==> src/hw/rtl/ihg_pkg.sv <==
// shared types and constants for the ipv4 header generator
package ihg_pkg;

   localparam int WORD_COUNT   = 10;
   localparam int WORD_IDX_W   = 4;
   localparam int LEN_W        = 16;
   localparam int PROTO_W      = 8;
   localparam int IDENT_W      = 16;
   localparam int ADDR_W       = 32;
   localparam int HWORD_W      = 16;
   localparam int ADDR_SUM_W   = 19;
   localparam int SUM_W        = 20;
   localparam int CSR_INDEX_W  = 1;
   localparam int QUEUE_DEPTH  = 2;

   localparam logic [7:0]         VER_IHL      = 8'h45;
   localparam logic [7:0]         TTL_VALUE    = 8'd64;
   localparam logic [HWORD_W-1:0] VER_IHL_WORD = {VER_IHL, 8'h00};
   localparam logic [HWORD_W-1:0] ZERO_WORD    = 16'h0000;
   localparam logic [HWORD_W-1:0] CONST_SUM    = 16'h8500;
   localparam logic [IDENT_W-1:0] IDENT_RESET  = 16'h0001;

   typedef enum logic [WORD_IDX_W-1:0] {
      WORD_VER      = 4'd0,
      WORD_LEN      = 4'd1,
      WORD_IDENT    = 4'd2,
      WORD_FRAG     = 4'd3,
      WORD_TTL      = 4'd4,
      WORD_CHECKSUM = 4'd5,
      WORD_SRC_HI   = 4'd6,
      WORD_SRC_LO   = 4'd7,
      WORD_DST_HI   = 4'd8,
      WORD_DST_LO   = 4'd9
   } word_sel_type;

   typedef enum logic [CSR_INDEX_W-1:0] {
      CSR_SOURCE_ADDRESS = 1'b0,
      CSR_DEST_ADDRESS   = 1'b1
   } csr_index_type;

   typedef struct packed {
      logic [LEN_W-1:0]   total_length;
      logic [PROTO_W-1:0] protocol;
      logic [IDENT_W-1:0] ident;
      logic [SUM_W-1:0]   sum;
   } entry_type;

   typedef struct packed {
      logic [ADDR_W-1:0] source_address;
      logic [ADDR_W-1:0] dest_address;
   } addr_type;

endpackage

==> src/hw/rtl/ihg_front.sv <==
// front end: csr registers, request intake, identification and raw checksum sum
module ihg_front (
   input  logic                                clock,
   input  logic                                reset,
   input  logic                                req_valid,
   output logic                                req_stall,
   input  logic [ihg_pkg::LEN_W-1:0]           req_total_length,
   input  logic [ihg_pkg::PROTO_W-1:0]         req_protocol,
   input  logic                                csr_valid,
   output logic                                csr_ready,
   input  logic [ihg_pkg::CSR_INDEX_W-1:0]     csr_index,
   input  logic [ihg_pkg::ADDR_W-1:0]          csr_data,
   input  logic                                queue_full,
   output logic                                push,
   output ihg_pkg::entry_type                  push_entry,
   output ihg_pkg::addr_type                   addr
);

   logic [ihg_pkg::ADDR_W-1:0]     src_ff, src_in;
   logic [ihg_pkg::ADDR_W-1:0]     dst_ff, dst_in;
   logic [ihg_pkg::ADDR_SUM_W-1:0] addr_sum_ff, addr_sum_in;
   logic [ihg_pkg::IDENT_W-1:0]    ident_ff, ident_in;
   logic                           csr_write;

   assign csr_ready = 1'b1;
   assign csr_write = csr_valid && csr_ready;

   // address halves plus the fixed words, kept ready for the checksum
   always_comb begin
      src_in      = src_ff;
      dst_in      = dst_ff;
      addr_sum_in = addr_sum_ff;
      if (csr_write) begin
         case (ihg_pkg::csr_index_type'(csr_index))
            ihg_pkg::CSR_SOURCE_ADDRESS: begin
               src_in      = csr_data;
               addr_sum_in = ihg_pkg::ADDR_SUM_W'(csr_data[31:16])
                           + ihg_pkg::ADDR_SUM_W'(csr_data[15:0])
                           + ihg_pkg::ADDR_SUM_W'(dst_ff[31:16])
                           + ihg_pkg::ADDR_SUM_W'(dst_ff[15:0])
                           + ihg_pkg::ADDR_SUM_W'(ihg_pkg::CONST_SUM);
            end
            ihg_pkg::CSR_DEST_ADDRESS: begin
               dst_in      = csr_data;
               addr_sum_in = ihg_pkg::ADDR_SUM_W'(src_ff[31:16])
                           + ihg_pkg::ADDR_SUM_W'(src_ff[15:0])
                           + ihg_pkg::ADDR_SUM_W'(csr_data[31:16])
                           + ihg_pkg::ADDR_SUM_W'(csr_data[15:0])
                           + ihg_pkg::ADDR_SUM_W'(ihg_pkg::CONST_SUM);
            end
            default: begin
               src_in      = src_ff;
               dst_in      = dst_ff;
               addr_sum_in = addr_sum_ff;
            end
         endcase
      end
   end

   assign req_stall = queue_full;
   assign push      = req_valid && !req_stall;
   assign ident_in  = push ? ident_ff + ihg_pkg::IDENT_W'(1) : ident_ff;

   always_comb begin
      push_entry.total_length = req_total_length;
      push_entry.protocol     = req_protocol;
      push_entry.ident        = ident_ff;
      push_entry.sum          = ihg_pkg::SUM_W'(addr_sum_ff)
                              + ihg_pkg::SUM_W'(req_total_length)
                              + ihg_pkg::SUM_W'(ident_ff)
                              + ihg_pkg::SUM_W'(req_protocol);
   end

   assign addr.source_address = src_ff;
   assign addr.dest_address   = dst_ff;

   always_ff @(posedge clock) begin
      if (reset) begin
         src_ff      <= '0;
         dst_ff      <= '0;
         addr_sum_ff <= ihg_pkg::ADDR_SUM_W'(ihg_pkg::CONST_SUM);
         ident_ff    <= ihg_pkg::IDENT_RESET;
      end else begin
         src_ff      <= src_in;
         dst_ff      <= dst_in;
         addr_sum_ff <= addr_sum_in;
         ident_ff    <= ident_in;
      end
   end

endmodule

==> src/hw/rtl/ihg_queue.sv <==
// short fifo of stamped requests between front and back
module ihg_queue #(
   parameter int DEPTH = ihg_pkg::QUEUE_DEPTH
) (
   input  logic               clock,
   input  logic               reset,
   input  logic               push,
   input  ihg_pkg::entry_type push_entry,
   output logic               full,
   input  logic               pop,
   output logic               not_empty,
   output ihg_pkg::entry_type pop_entry
);

   localparam int PTR_W   = (DEPTH > 1) ? $clog2(DEPTH) : 1;
   localparam int COUNT_W = $clog2(DEPTH + 1);

   ihg_pkg::entry_type entries_ff [DEPTH];
   logic [PTR_W-1:0]   wr_ptr_ff, wr_ptr_in;
   logic [PTR_W-1:0]   rd_ptr_ff, rd_ptr_in;
   logic [COUNT_W-1:0] count_ff, count_in;
   logic               do_push, do_pop;

   assign full      = (count_ff == COUNT_W'(DEPTH));
   assign not_empty = (count_ff != '0);
   assign do_push   = push && !full;
   assign do_pop    = pop && not_empty;
   assign pop_entry = entries_ff[rd_ptr_ff];

   always_comb begin
      wr_ptr_in = wr_ptr_ff;
      rd_ptr_in = rd_ptr_ff;
      count_in  = count_ff;
      if (do_push) begin
         wr_ptr_in = (wr_ptr_ff == PTR_W'(DEPTH - 1)) ? '0 : wr_ptr_ff + PTR_W'(1);
      end
      if (do_pop) begin
         rd_ptr_in = (rd_ptr_ff == PTR_W'(DEPTH - 1)) ? '0 : rd_ptr_ff + PTR_W'(1);
      end
      if (do_push && !do_pop) begin
         count_in = count_ff + COUNT_W'(1);
      end else if (do_pop && !do_push) begin
         count_in = count_ff - COUNT_W'(1);
      end
   end

   always_ff @(posedge clock) begin
      if (do_push) begin
         entries_ff[wr_ptr_ff] <= push_entry;
      end
   end

   always_ff @(posedge clock) begin
      if (reset) begin
         wr_ptr_ff <= '0;
         rd_ptr_ff <= '0;
         count_ff  <= '0;
      end else begin
         wr_ptr_ff <= wr_ptr_in;
         rd_ptr_ff <= rd_ptr_in;
         count_ff  <= count_in;
      end
   end

   a_count_bound: assert property (@(posedge clock) disable iff (reset)
      count_ff <= COUNT_W'(DEPTH))
      else $error("queue count above depth");

   a_no_push_full: assert property (@(posedge clock) disable iff (reset)
      full |-> !do_push)
      else $error("push into full queue");

endmodule

==> src/hw/rtl/ihg_back.sv <==
// back end: walks the ten header words of each queued request into the output register
module ihg_back (
   input  logic                              clock,
   input  logic                              reset,
   input  logic                              entry_valid,
   input  ihg_pkg::entry_type                entry,
   input  ihg_pkg::addr_type                 addr,
   output logic                              pop,
   output logic                              rsp_valid,
   input  logic                              rsp_stall,
   output logic [ihg_pkg::WORD_IDX_W-1:0]    rsp_word_index,
   output logic [ihg_pkg::HWORD_W-1:0]       rsp_header_word,
   output logic                              rsp_last_word
);

   logic [ihg_pkg::WORD_IDX_W-1:0] idx_ff, idx_in;
   logic                           valid_ff, valid_in;
   logic [ihg_pkg::WORD_IDX_W-1:0] index_ff;
   logic [ihg_pkg::HWORD_W-1:0]    word_ff, word_in;
   logic                           last_ff;
   logic                           load, is_last;
   logic [16:0]                    fold1;
   logic [ihg_pkg::HWORD_W-1:0]    fold2;

   assign load    = entry_valid && (!valid_ff || !rsp_stall);
   assign is_last = (idx_ff == ihg_pkg::WORD_IDX_W'(ihg_pkg::WORD_COUNT - 1));
   assign pop     = load && is_last;

   // end-around carry fold of the raw sum
   assign fold1 = 17'(entry.sum[ihg_pkg::SUM_W-1:16]) + 17'(entry.sum[15:0]);
   assign fold2 = fold1[15:0] + 16'(fold1[16]);

   always_comb begin
      case (ihg_pkg::word_sel_type'(idx_ff))
         ihg_pkg::WORD_VER:      word_in = ihg_pkg::VER_IHL_WORD;
         ihg_pkg::WORD_LEN:      word_in = entry.total_length;
         ihg_pkg::WORD_IDENT:    word_in = entry.ident;
         ihg_pkg::WORD_FRAG:     word_in = ihg_pkg::ZERO_WORD;
         ihg_pkg::WORD_TTL:      word_in = {ihg_pkg::TTL_VALUE, entry.protocol};
         ihg_pkg::WORD_CHECKSUM: word_in = ~fold2;
         ihg_pkg::WORD_SRC_HI:   word_in = addr.source_address[31:16];
         ihg_pkg::WORD_SRC_LO:   word_in = addr.source_address[15:0];
         ihg_pkg::WORD_DST_HI:   word_in = addr.dest_address[31:16];
         ihg_pkg::WORD_DST_LO:   word_in = addr.dest_address[15:0];
         default:                word_in = ihg_pkg::ZERO_WORD;
      endcase
   end

   always_comb begin
      idx_in   = idx_ff;
      valid_in = valid_ff;
      if (load) begin
         valid_in = 1'b1;
         idx_in   = is_last ? '0 : idx_ff + ihg_pkg::WORD_IDX_W'(1);
      end else if (!rsp_stall) begin
         valid_in = 1'b0;
      end
   end

   always_ff @(posedge clock) begin
      if (reset) begin
         idx_ff   <= '0;
         valid_ff <= 1'b0;
      end else begin
         idx_ff   <= idx_in;
         valid_ff <= valid_in;
      end
   end

   always_ff @(posedge clock) begin
      if (load) begin
         index_ff <= idx_ff;
         word_ff  <= word_in;
         last_ff  <= is_last;
      end
   end

   assign rsp_valid       = valid_ff;
   assign rsp_word_index  = index_ff;
   assign rsp_header_word = word_ff;
   assign rsp_last_word   = last_ff;

   a_last_matches_index: assert property (@(posedge clock) disable iff (reset)
      valid_ff |-> (last_ff == (index_ff == ihg_pkg::WORD_IDX_W'(ihg_pkg::WORD_COUNT - 1))))
      else $error("last word flag does not match word index");

   a_first_word_fixed: assert property (@(posedge clock) disable iff (reset)
      (valid_ff && index_ff == ihg_pkg::WORD_IDX_W'(ihg_pkg::WORD_VER))
         |-> (word_ff == ihg_pkg::VER_IHL_WORD))
      else $error("first header word is not version and ihl");

   a_pop_on_last: assert property (@(posedge clock) disable iff (reset)
      pop |=> (valid_ff && last_ff))
      else $error("request retired without last word");

endmodule

==> src/hw/rtl/ipv4_header_generator.sv <==
// ipv4 header generator top level
// Each accepted request (total length, protocol) produces a 20-byte IPv4 header as ten
// 16-bit words in network order, one word per cycle from the output register while
// rsp_stall is low, and the back end moves on to the next queued request without a gap.
// The front end takes a request whenever its queue (QUEUE_DEPTH entries) has room,
// stamps it with the identification counter (1 after reset, wrapping) and forms the
// raw checksum sum; the first word of a request passes through a queue entry and then
// the output register. Source and destination addresses are written through the csr
// port (index 0 source, 1 destination); the user must write them only while no header
// is in flight, which the block itself does not enforce. csr_ready is always high.
module ipv4_header_generator #(
   parameter int QUEUE_DEPTH = ihg_pkg::QUEUE_DEPTH
) (
   input  logic                              clock,
   input  logic                              reset,
   input  logic                              req_valid,
   output logic                              req_stall,
   input  logic [ihg_pkg::LEN_W-1:0]         req_total_length,
   input  logic [ihg_pkg::PROTO_W-1:0]       req_protocol,
   output logic                              rsp_valid,
   input  logic                              rsp_stall,
   output logic [ihg_pkg::WORD_IDX_W-1:0]    rsp_word_index,
   output logic [ihg_pkg::HWORD_W-1:0]       rsp_header_word,
   output logic                              rsp_last_word,
   input  logic                              csr_valid,
   output logic                              csr_ready,
   input  logic [ihg_pkg::CSR_INDEX_W-1:0]   csr_index,
   input  logic [ihg_pkg::ADDR_W-1:0]        csr_data
);

   logic               queue_full;
   logic               push;
   ihg_pkg::entry_type push_entry;
   logic               pop;
   logic               not_empty;
   ihg_pkg::entry_type pop_entry;
   ihg_pkg::addr_type  addr;

   ihg_front u_front (
      .clock            (clock),
      .reset            (reset),
      .req_valid        (req_valid),
      .req_stall        (req_stall),
      .req_total_length (req_total_length),
      .req_protocol     (req_protocol),
      .csr_valid        (csr_valid),
      .csr_ready        (csr_ready),
      .csr_index        (csr_index),
      .csr_data         (csr_data),
      .queue_full       (queue_full),
      .push             (push),
      .push_entry       (push_entry),
      .addr             (addr)
   );

   ihg_queue #(
      .DEPTH (QUEUE_DEPTH)
   ) u_queue (
      .clock      (clock),
      .reset      (reset),
      .push       (push),
      .push_entry (push_entry),
      .full       (queue_full),
      .pop        (pop),
      .not_empty  (not_empty),
      .pop_entry  (pop_entry)
   );

   ihg_back u_back (
      .clock           (clock),
      .reset           (reset),
      .entry_valid     (not_empty),
      .entry           (pop_entry),
      .addr            (addr),
      .pop             (pop),
      .rsp_valid       (rsp_valid),
      .rsp_stall       (rsp_stall),
      .rsp_word_index  (rsp_word_index),
      .rsp_header_word (rsp_header_word),
      .rsp_last_word   (rsp_last_word)
   );

endmodule
==> config.mk <==
export PLATFORM = sky130hd
export DESIGN_NAME = ipv4_header_generator
export DESIGN_NICKNAME = d
export VERILOG_FILES = /design/src/hw/rtl/ihg_pkg.sv /design/src/hw/rtl/ihg_front.sv /design/src/hw/rtl/ihg_queue.sv /design/src/hw/rtl/ihg_back.sv /design/src/hw/rtl/ipv4_header_generator.sv
export SDC_FILE = /design/constraint.sdc
export NUM_CORES = 1
export LEC_CHECK = 0
export ABC_AREA = 1
export CORE_MARGIN = 4
export CORE_UTILIZATION = 55
export CTS_BUF_LIST = sky130_fd_sc_hd__clkbuf_4 sky130_fd_sc_hd__clkbuf_8
export CTS_CLUSTER_DIAMETER = 30
export CTS_CLUSTER_SIZE = 8
export DETAILED_ROUTE_END_ITERATION = 8
export DONT_BUFFER_PORTS = 1
export PLACE_DENSITY = 0.67
export SYNTH_ARGS = -nofsm -noshare
export SYNTH_HDL_FRONTEND = slang
export SYNTH_SLANG_ARGS = --single-unit
==> constraint.sdc <==
create_clock -name clock -period 7.8 [get_ports clock]
set_clock_uncertainty 0.15 [all_clocks]
set_input_delay 0.39 -clock clock [delete_from_list [all_inputs] [get_ports clock]]
set_output_delay 0.39 -clock clock [all_outputs]
set_load 0.05 [all_outputs]
== After elaboration in Yosys (flattened, before gate mapping) ==
Memories as Yosys holds them, arrays and structs flattened. A register that Yosys moved wholly into a read port is not among the register bits.
Index checks and enable logic that the tools add are counted.
Widths: inputs -> output; s select.

* Register bits after elaboration: 129
* Bits in latches: 0
* RAM bits: 120
* ROM bits: 0
* Input port bits: 62
* Output and inout port bits: 24
* Word-level logic and storage cells: 75
* Memories: 1

* $add $sub $neg: 19
* $mul: 0
* Divide/modulo/power cells: 0
* Magnitude comparators: 0
* Equality and inequality tests: 10
* Shift-type cells: 0
* Multiplexer cells: 13
* Bitwise operators: 2
* Reduce and logical (&&, ||, !) cells: 18

{| class="wikitable"
|+ Memories
! memory !! depth !! width !! rd ports !! clocked after Yosys merged registers in !! wr ports !! line !! text
|-
| u_queue.entries_ff || 2 || 60 || 1 || 1 || 1 || ihg_queue.sv:18 || <nowiki>ihg_pkg::entry_type entries_ff [DEPTH];</nowiki>
|}

{| class="wikitable"
|+ Operator list
! cell !! count
|-
| $pmux 16 s9 || 1
|-
| $add 19x16->19 || 4
|-
| $add 19x16->19 const B || 2
|-
| $pmux 19 s2 || 1
|-
| $add 16x16->17 || 2
|-
| $add 19x16->20 || 1
|-
| $add 20x16->20 || 1
|-
| $add 20x8->20 || 1
|-
| $add 4x16->17 || 1
|-
| $add 16x1->16 || 1
|-
| $add 16x1->16 const B || 1
|-
| $eq 4x3->1 const B || 4
|-
| $not 16->16 || 1
|-
| $eq 4x4->1 const B || 2
|-
| $mux 1 || 8
|-
| $logic_and 1x1->1 || 7
|-
| $logic_not 1->1 || 5
|-
| $add 4x1->4 const B || 1
|-
| $eq 4x1->1 const B || 1
|-
| $eq 4x2->1 const B || 1
|-
| $logic_not 4->1 || 1
|-
| $mux 2 || 2
|-
| $mux 4 || 1
|-
| $reduce_and 2->1 || 2
|-
| 8 further kinds || 10
|}

== Longest topological paths before layout ==
* Depth in word-level cells: 8
* Gate-level depth with buffers: 28
* Mapped depth without buffers: 28

== Hierarchy ==
Synthesis repeated with hierarchy kept, for this count alone.

* Cells, all modules: 1860
* Area, all modules: 16778.6 um2

{| class="wikitable"
|+ Modules (own cells, without submodules)
! module !! instances !! cells each !! area each (um2) !! seq. area each (um2)
|-
| ihg_front || 1 || 1251 || 9281.4 || 1981.9
|-
| ihg_queue || 1 || 224 || 4879.7 || 3703.6
|-
| ihg_back || 1 || 385 || 2617.5 || 730.7
|}

== Least setup slack after synthesis ==
Ideal clock, no wire load.

* Kind: input port to flip-flop
* From: input port csr_data[0] (netlist bit)
* To: register u_front.addr_sum_ff[17] (netlist bit)
* Library setup time: 109 ps
* Arrival time: 3811 ps
* Data required time: 7541 ps
* Path slack: 3730 ps
* Cell stages on the path: 23
* Buffers on the path: 0
* Cells stage by stage: ha_1 > inv_1 > fa_1 > o21ai_1 > a21oi_1 > o21ai_0 > a21boi_1 > o21ai_0 > nand2_1 > nand2_1 > inv_1 > fa_1 > ha_1 > ha_1 > a21o_1 > inv_1 > o21ai_0 > a21oi_1 > nand2_1 > o21ai_0 > nand3_1 > nand2_1 > inv_1

* Word-level cells in the longest chain between the ends: 5
* Elaborated cells on any way between the ends: 7
* Classes of those cells: add/sub: 6; mux: 1

{| class="wikitable"
|+ Ends and longest elaborated chain
! what !! line !! text
|-
| from (decl) || ipv4_header_generator.sv:28 || <nowiki>input logic [ihg_pkg::ADDR_W-1:0] csr_data</nowiki>
|-
| $add 16x16->17 || ihg_front.sv:38 || <nowiki>+ ihg_pkg::ADDR_SUM_W'(csr_data[15:0])</nowiki>
|-
| $add 19x16->19 || ihg_front.sv:39 || <nowiki>+ ihg_pkg::ADDR_SUM_W'(dst_ff[31:16])</nowiki>
|-
| $add 19x16->19 || ihg_front.sv:40 || <nowiki>+ ihg_pkg::ADDR_SUM_W'(dst_ff[15:0])</nowiki>
|-
| $add 19x16->19 || ihg_front.sv:41 || <nowiki>+ ihg_pkg::ADDR_SUM_W'(ihg_pkg::CONST_SUM);</nowiki>
|-
| $pmux 19 s2 * || ihg_front.sv:34 || <nowiki>case (ihg_pkg::csr_index_type'(csr_index))</nowiki>
|-
| to (signal assigned) || ihg_front.sv:81 || <nowiki>addr_sum_ff <= ihg_pkg::ADDR_SUM_W'(ihg_pkg::CONST_SUM);</nowiki>
|-
| to (signal assigned) || ihg_front.sv:86 || <nowiki>addr_sum_ff <= addr_sum_in;</nowiki>
|-
| to (decl) || ihg_front.sv:21 || <nowiki>logic [ihg_pkg::ADDR_SUM_W-1:0] addr_sum_ff, addr_sum_in;</nowiki>
|}

Every way passes the cells marked *; elsewhere a longest branch is shown, timed or not.
A chain may end at the register's enable or synchronous reset.

==> results.md <==
| Item | Reported |
|:---|:---|
| Result of the run | finished clean |
| Layout Area Growth over Synthesis | 13.9% |
| Fillers | 2473 |
| Non-filler instance count after layout | 2436 |
| CP Capture Type | flop |
| Total standard cell area after synthesis | 0.0162 mm2 |
| Die outline width | 180 um |
| Time the final worst path needs with I/O delays and setup | 4.76 ns |
| Remaining max-slew budget at the tightest pin | 0.149 |
| Placement row count | 62 |
| Count of final setup violators | 0 |
| Global-route wire length before repair | 75400 um |
| Vias in the first global route | 13.1k |
| Worst IR Drop VDD | 0.000167 V |
| Maximum frequency from static timing analysis | 210 MHz |
| Initial antenna violation count | 0 |
| Internal power | 3210 uW |
| Number of placed I/O pins | 86 |
| Placer Congestion | 0.935 |
| Worst setup path endpoint | u_back.rsp_header_word[8] |
| Setup slack, reg-to-reg | 3.04 ns |
| Part of the total power dissipated in the clock network | 0.320 |
| Final count of hold timing violations | 0 |
| Critical path's largest stage delay | 0.60 ns |
| Required time of the critical path | 7.94 ns |
| Count of buffers inserted at the top-level ports | 0 |
| Period utilization | 0.610 |
| Core region area | 0.0289 mm2 |
| Total wire length after detailed routing | 48900 um |
| Final layout net count | 2261 |
| Number of register bits inferred by synthesis | 250 |
| Net switching power | 1920 uW |
| Antenna Nets Post-Route | 0 |
| Sequential group share of total power | 0.346 |
| Number of vias per cell | 5.74 |
| Average routed wire per standard cell | 20.1 um |
| CTS clk-pin slew, worst paths | 0.06 ns |
| Most prevalent standard cell on the critical path | nand2_1 |
| Yosys Warn Count | 0 |
| Max clock buf depth | 3 |
| Post-Syn Area per Cell | 8.41 um2 |
| Power per cell area | 278 mW/mm2 |
| Placement Cell Area | 0.0166 mm2 |
| Cells on Worst Hold Path | 3 |
| H-tree levels | 2 |
| Initial DRT Pass Iterations | 7 |
| Number of enable flip-flop cells after synthesis | 141 |
| Number of post-CTS setup repair buffers | 0 |
| Number of cells on the worst reg-to-reg path | 23 |
| Classification of the worst-slack hold path | input pin to flop |
| Leakage power | 0.00818 uW |
| Iteration-0 DRC count of the detailed router | 1379 |
| Critical R2R Capture | u_back.rsp_header_word[8] |
| Worst slew pin tran | 1.27 ns |
| Clock tree from TritonCTS | done |
| CP Class | flop to flop |
| Maximum Capacitance Violations | 0 |
| Count of cell instances traversed by the critical path | 23 |
| Die ar. | 0.0323 mm2 |
| Cell at the root of the clock tree | clkbuf_8 |
| Switching Fraction | 0.374 |
| Ratio of cells with drive above 1 in the final layout | 0.0799 |
| Vertical die dimension | 180 um |
| Data arrival time of the critical path | 4.90 ns |
| Drt drc | 0 |
| Count of placed standard cells including taps | 2275 |
| Total inserted antenna cells | 0 |
| Cell-by-cell listing of the critical path | buf_4 > inv_4 > nand2_1 > nand2_1 > ha_1 > fa_1 > nand3_1 > nand3_2 > nand3_1 > nor4_1 > ha_1 > ha_1 > inv_1 > nor2_1 > nand3_1 > nor2_2 > nand3_2 > nor2_2 > nand2_1 > nand2_1 > nand2_1 > nand2_1 > nand4_1 |
| Post-CTS resize count | 0 |
| Setup repair after global routing missed its margin | no |
| Gate count after technology mapping | 1930 |
| Effective utilization at floorplan | 0.561 |
| Final std cell area, no fill | 0.0185 mm2 |
| Post-layout total power | 5130 uW |
| Number of buffers created by CTS | 55 |
| Detailed-placement wirelength estimate | 35800 um |
| GR Util All Layers | 0.295 |
| Total number of vias | 14.0k |
| Final slew viol count | 0 |
| Final-layout setup total negative slack | 0 ns |
| Proportion of register bits with asynchronous set or reset after synthesis | 0 |
| Total number of clock tree sinks | 250 |
| Critical path buffer and inverter count | 3 |
| Net Count, Synth | 2182 |
| Global-route congestion overflow total | 0 |
| Distinct cells, synth | 56 |
| Cell with the largest stage delay on the worst path | inv_4 |
| Largest net degree at the start of global routing | 85 |
| CP startpoint kind | flop |
| Most common flop cell mapped by yosys | edfxtp_1 |
| Skew-Pair Late Insertion Delay | 0.59 ns |
| Critical-path maximum fanout | 62 |
| Fraction of the yosys area taken by sequential cells | 0.395 |
| Combinational cell fraction of total power | 0.334 |
| Kind of cell adding the most delay to the critical path | simple AND/OR/NAND/NOR gates |
==> placed cells by master, fill, tap and decap left out, types with 5 or more instances in the layout <==
cell | Yosys | layout
nand2_1 | 418 | 418
inv_1 | 213 | 212
nor2_1 | 173 | 170
a21oi_1 | 161 | 161
o21ai_0 | 144 | 144
edfxtp_1 | 141 | 141
ha_1 | 129 | 129
dfxtp_1 | 109 | 108
nand3_1 | 97 | 97
fa_1 | 61 | 61
dlygate4sd3_1 | 0 | 61
clkbuf_8 | 0 | 55
xor2_1 | 32 | 32
nand4_1 | 20 | 20
xnor2_1 | 19 | 19
nand2_2 | 19 | 19
buf_4 | 1 | 14
nor3_1 | 12 | 12
nor2_2 | 11 | 12
a31oi_1 | 11 | 11
o211ai_1 | 10 | 10
clkbuf_4 | 0 | 10
clkinv_1 | 1 | 9
bufinv_16 | 0 | 9
a21o_1 | 8 | 8
clkinv_4 | 0 | 7
clkinv_2 | 0 | 7
inv_2 | 5 | 6
o21ai_1 | 6 | 6
nand3_2 | 6 | 6
nand3b_1 | 5 | 5
a221oi_1 | 5 | 5
nor4_1 | 5 | 5
==> registers in the layout, indices dropped and copies added, names as in the netlist, 2 cells and up, named ones only <==
name,cells
u_queue.entries_ff,120
u_front.dst_ff,32
u_front.src_ff,32
u_front.addr_sum_ff,19
u_back.rsp_header_word,16
u_front.ident_ff,16
u_back.idx_ff,4
u_back.rsp_word_index,4
u_queue.count_ff,2
==> power by group through the flow <==
| stage | Combinational, uW | Sequential, uW | Clock, uW |
|---|---|---|---|
| floorplan | 1220 | 1770 | 0 |
| detailed placement | 1640 | 1800 | 0 |
| global route | 1920 | 1790 | 1730 |
| CTS | 1690 | 1770 | 1650 |
| finish | 1710 | 1770 | 1640 |
| global placement | 1600 | 1800 | 0 |
==> cell type report <==
class                           count  area (um2)  area share
Multi-Input combinational cell   1407        8780       0.475
Sequential cell                   250        6420       0.347
Clock buffer                       65         832      0.0450
Inverter                          220         828      0.0448
Timing Repair Buffer               75         716      0.0387
Tap cell                          384         480      0.0260
Clock inverter                     35         427      0.0231
==> worst min-delay path, delay by kind of cell <==
kind | cells | cell delay (ns)
simple gates | 2 | 0.17
compound gates | 1 | 0.15
==> worst min-delay path by stage <==
stage	endpoint	slack (ns)	from
floorplan	flop	0.30	u_queue.rd_ptr_ff
global placement	u_queue.rd_ptr_ff	0.31	u_queue.rd_ptr_ff
detailed placement	u_front.addr_sum_ff[18]	0.32	reset
CTS	u_front.ident_ff[0]	0.01	req_valid
global route	u_front.addr_sum_ff[11]	0.05	csr_index
finish	u_front.ident_ff[0]	0.05	req_valid
==> Yosys cell counts, types with 20 or more instances <==
library cell | n | share of area
a21oi_1 | 161 | 0.050
nand4_1 | 20 | 0.0077
o21ai_0 | 144 | 0.044
nand2_1 | 418 | 0.097
xor2_1 | 32 | 0.017
edfxtp_1 | 141 | 0.26
ha_1 | 129 | 0.099
inv_1 | 213 | 0.049
clkbuf_1 | 35 | 0.0081
nor2_1 | 173 | 0.040
fa_1 | 61 | 0.075
nand3_1 | 97 | 0.030
dfxtp_1 | 109 | 0.13
==> kinds of logic (layout without fill, tap and decap cells) <==
group | after synthesis | after routing | share of synthesized area
AOI/OAI and AO/OA | 385 | 385 | 0.131
xor gates and xnor gates | 52 | 52 | 0.0285
adders and majority gates | 190 | 190 | 0.175
buffers and inverters | 273 | 395 | 0.0655
DFF | 250 | 250 | 0.395
muxes | 2 | 2 | 0.00123
other | 1 | 1 | 0.000231
and+or+nand+nor | 777 | 777 | 0.204
==> metrics by stage <==
| stage | setup WS, ns | hold WS [ns] | util |
|---|---|---|---|
| 2_1_floorplan | 3.73 | 0.298 | - |
| 3_3_place_gp | 3.16 | 0.311 | 0.574 |
| 3_5_place_dp | 3.08 | 0.315 | 0.574 |
| 4_1_cts | 3.07 | 0.0105 | 0.639 |
| 5_1_grt | 2.63 | 0.0540 | 0.639 |
| 6_report | 3.04 | 0.0503 | 0.639 |
==> timing repair <==
| item | in CTS | in global routing |
|---|---|---|
| endpoints found under the hold margin | 144 | 0 |
| setup endpoints to repair | 0 | 0 |
| hold buffers | 61 | 0 |
==> routing by layer <==
layer	up-vias	wire, um	GRT usage
li1	6678	-	-
met1	6559	21200	0.423
met5	-	0	0
met4	0	1340	0.0826
met2	646	21800	0.459
met3	89	4470	0.0574
(Power assumes the default switching activity.)
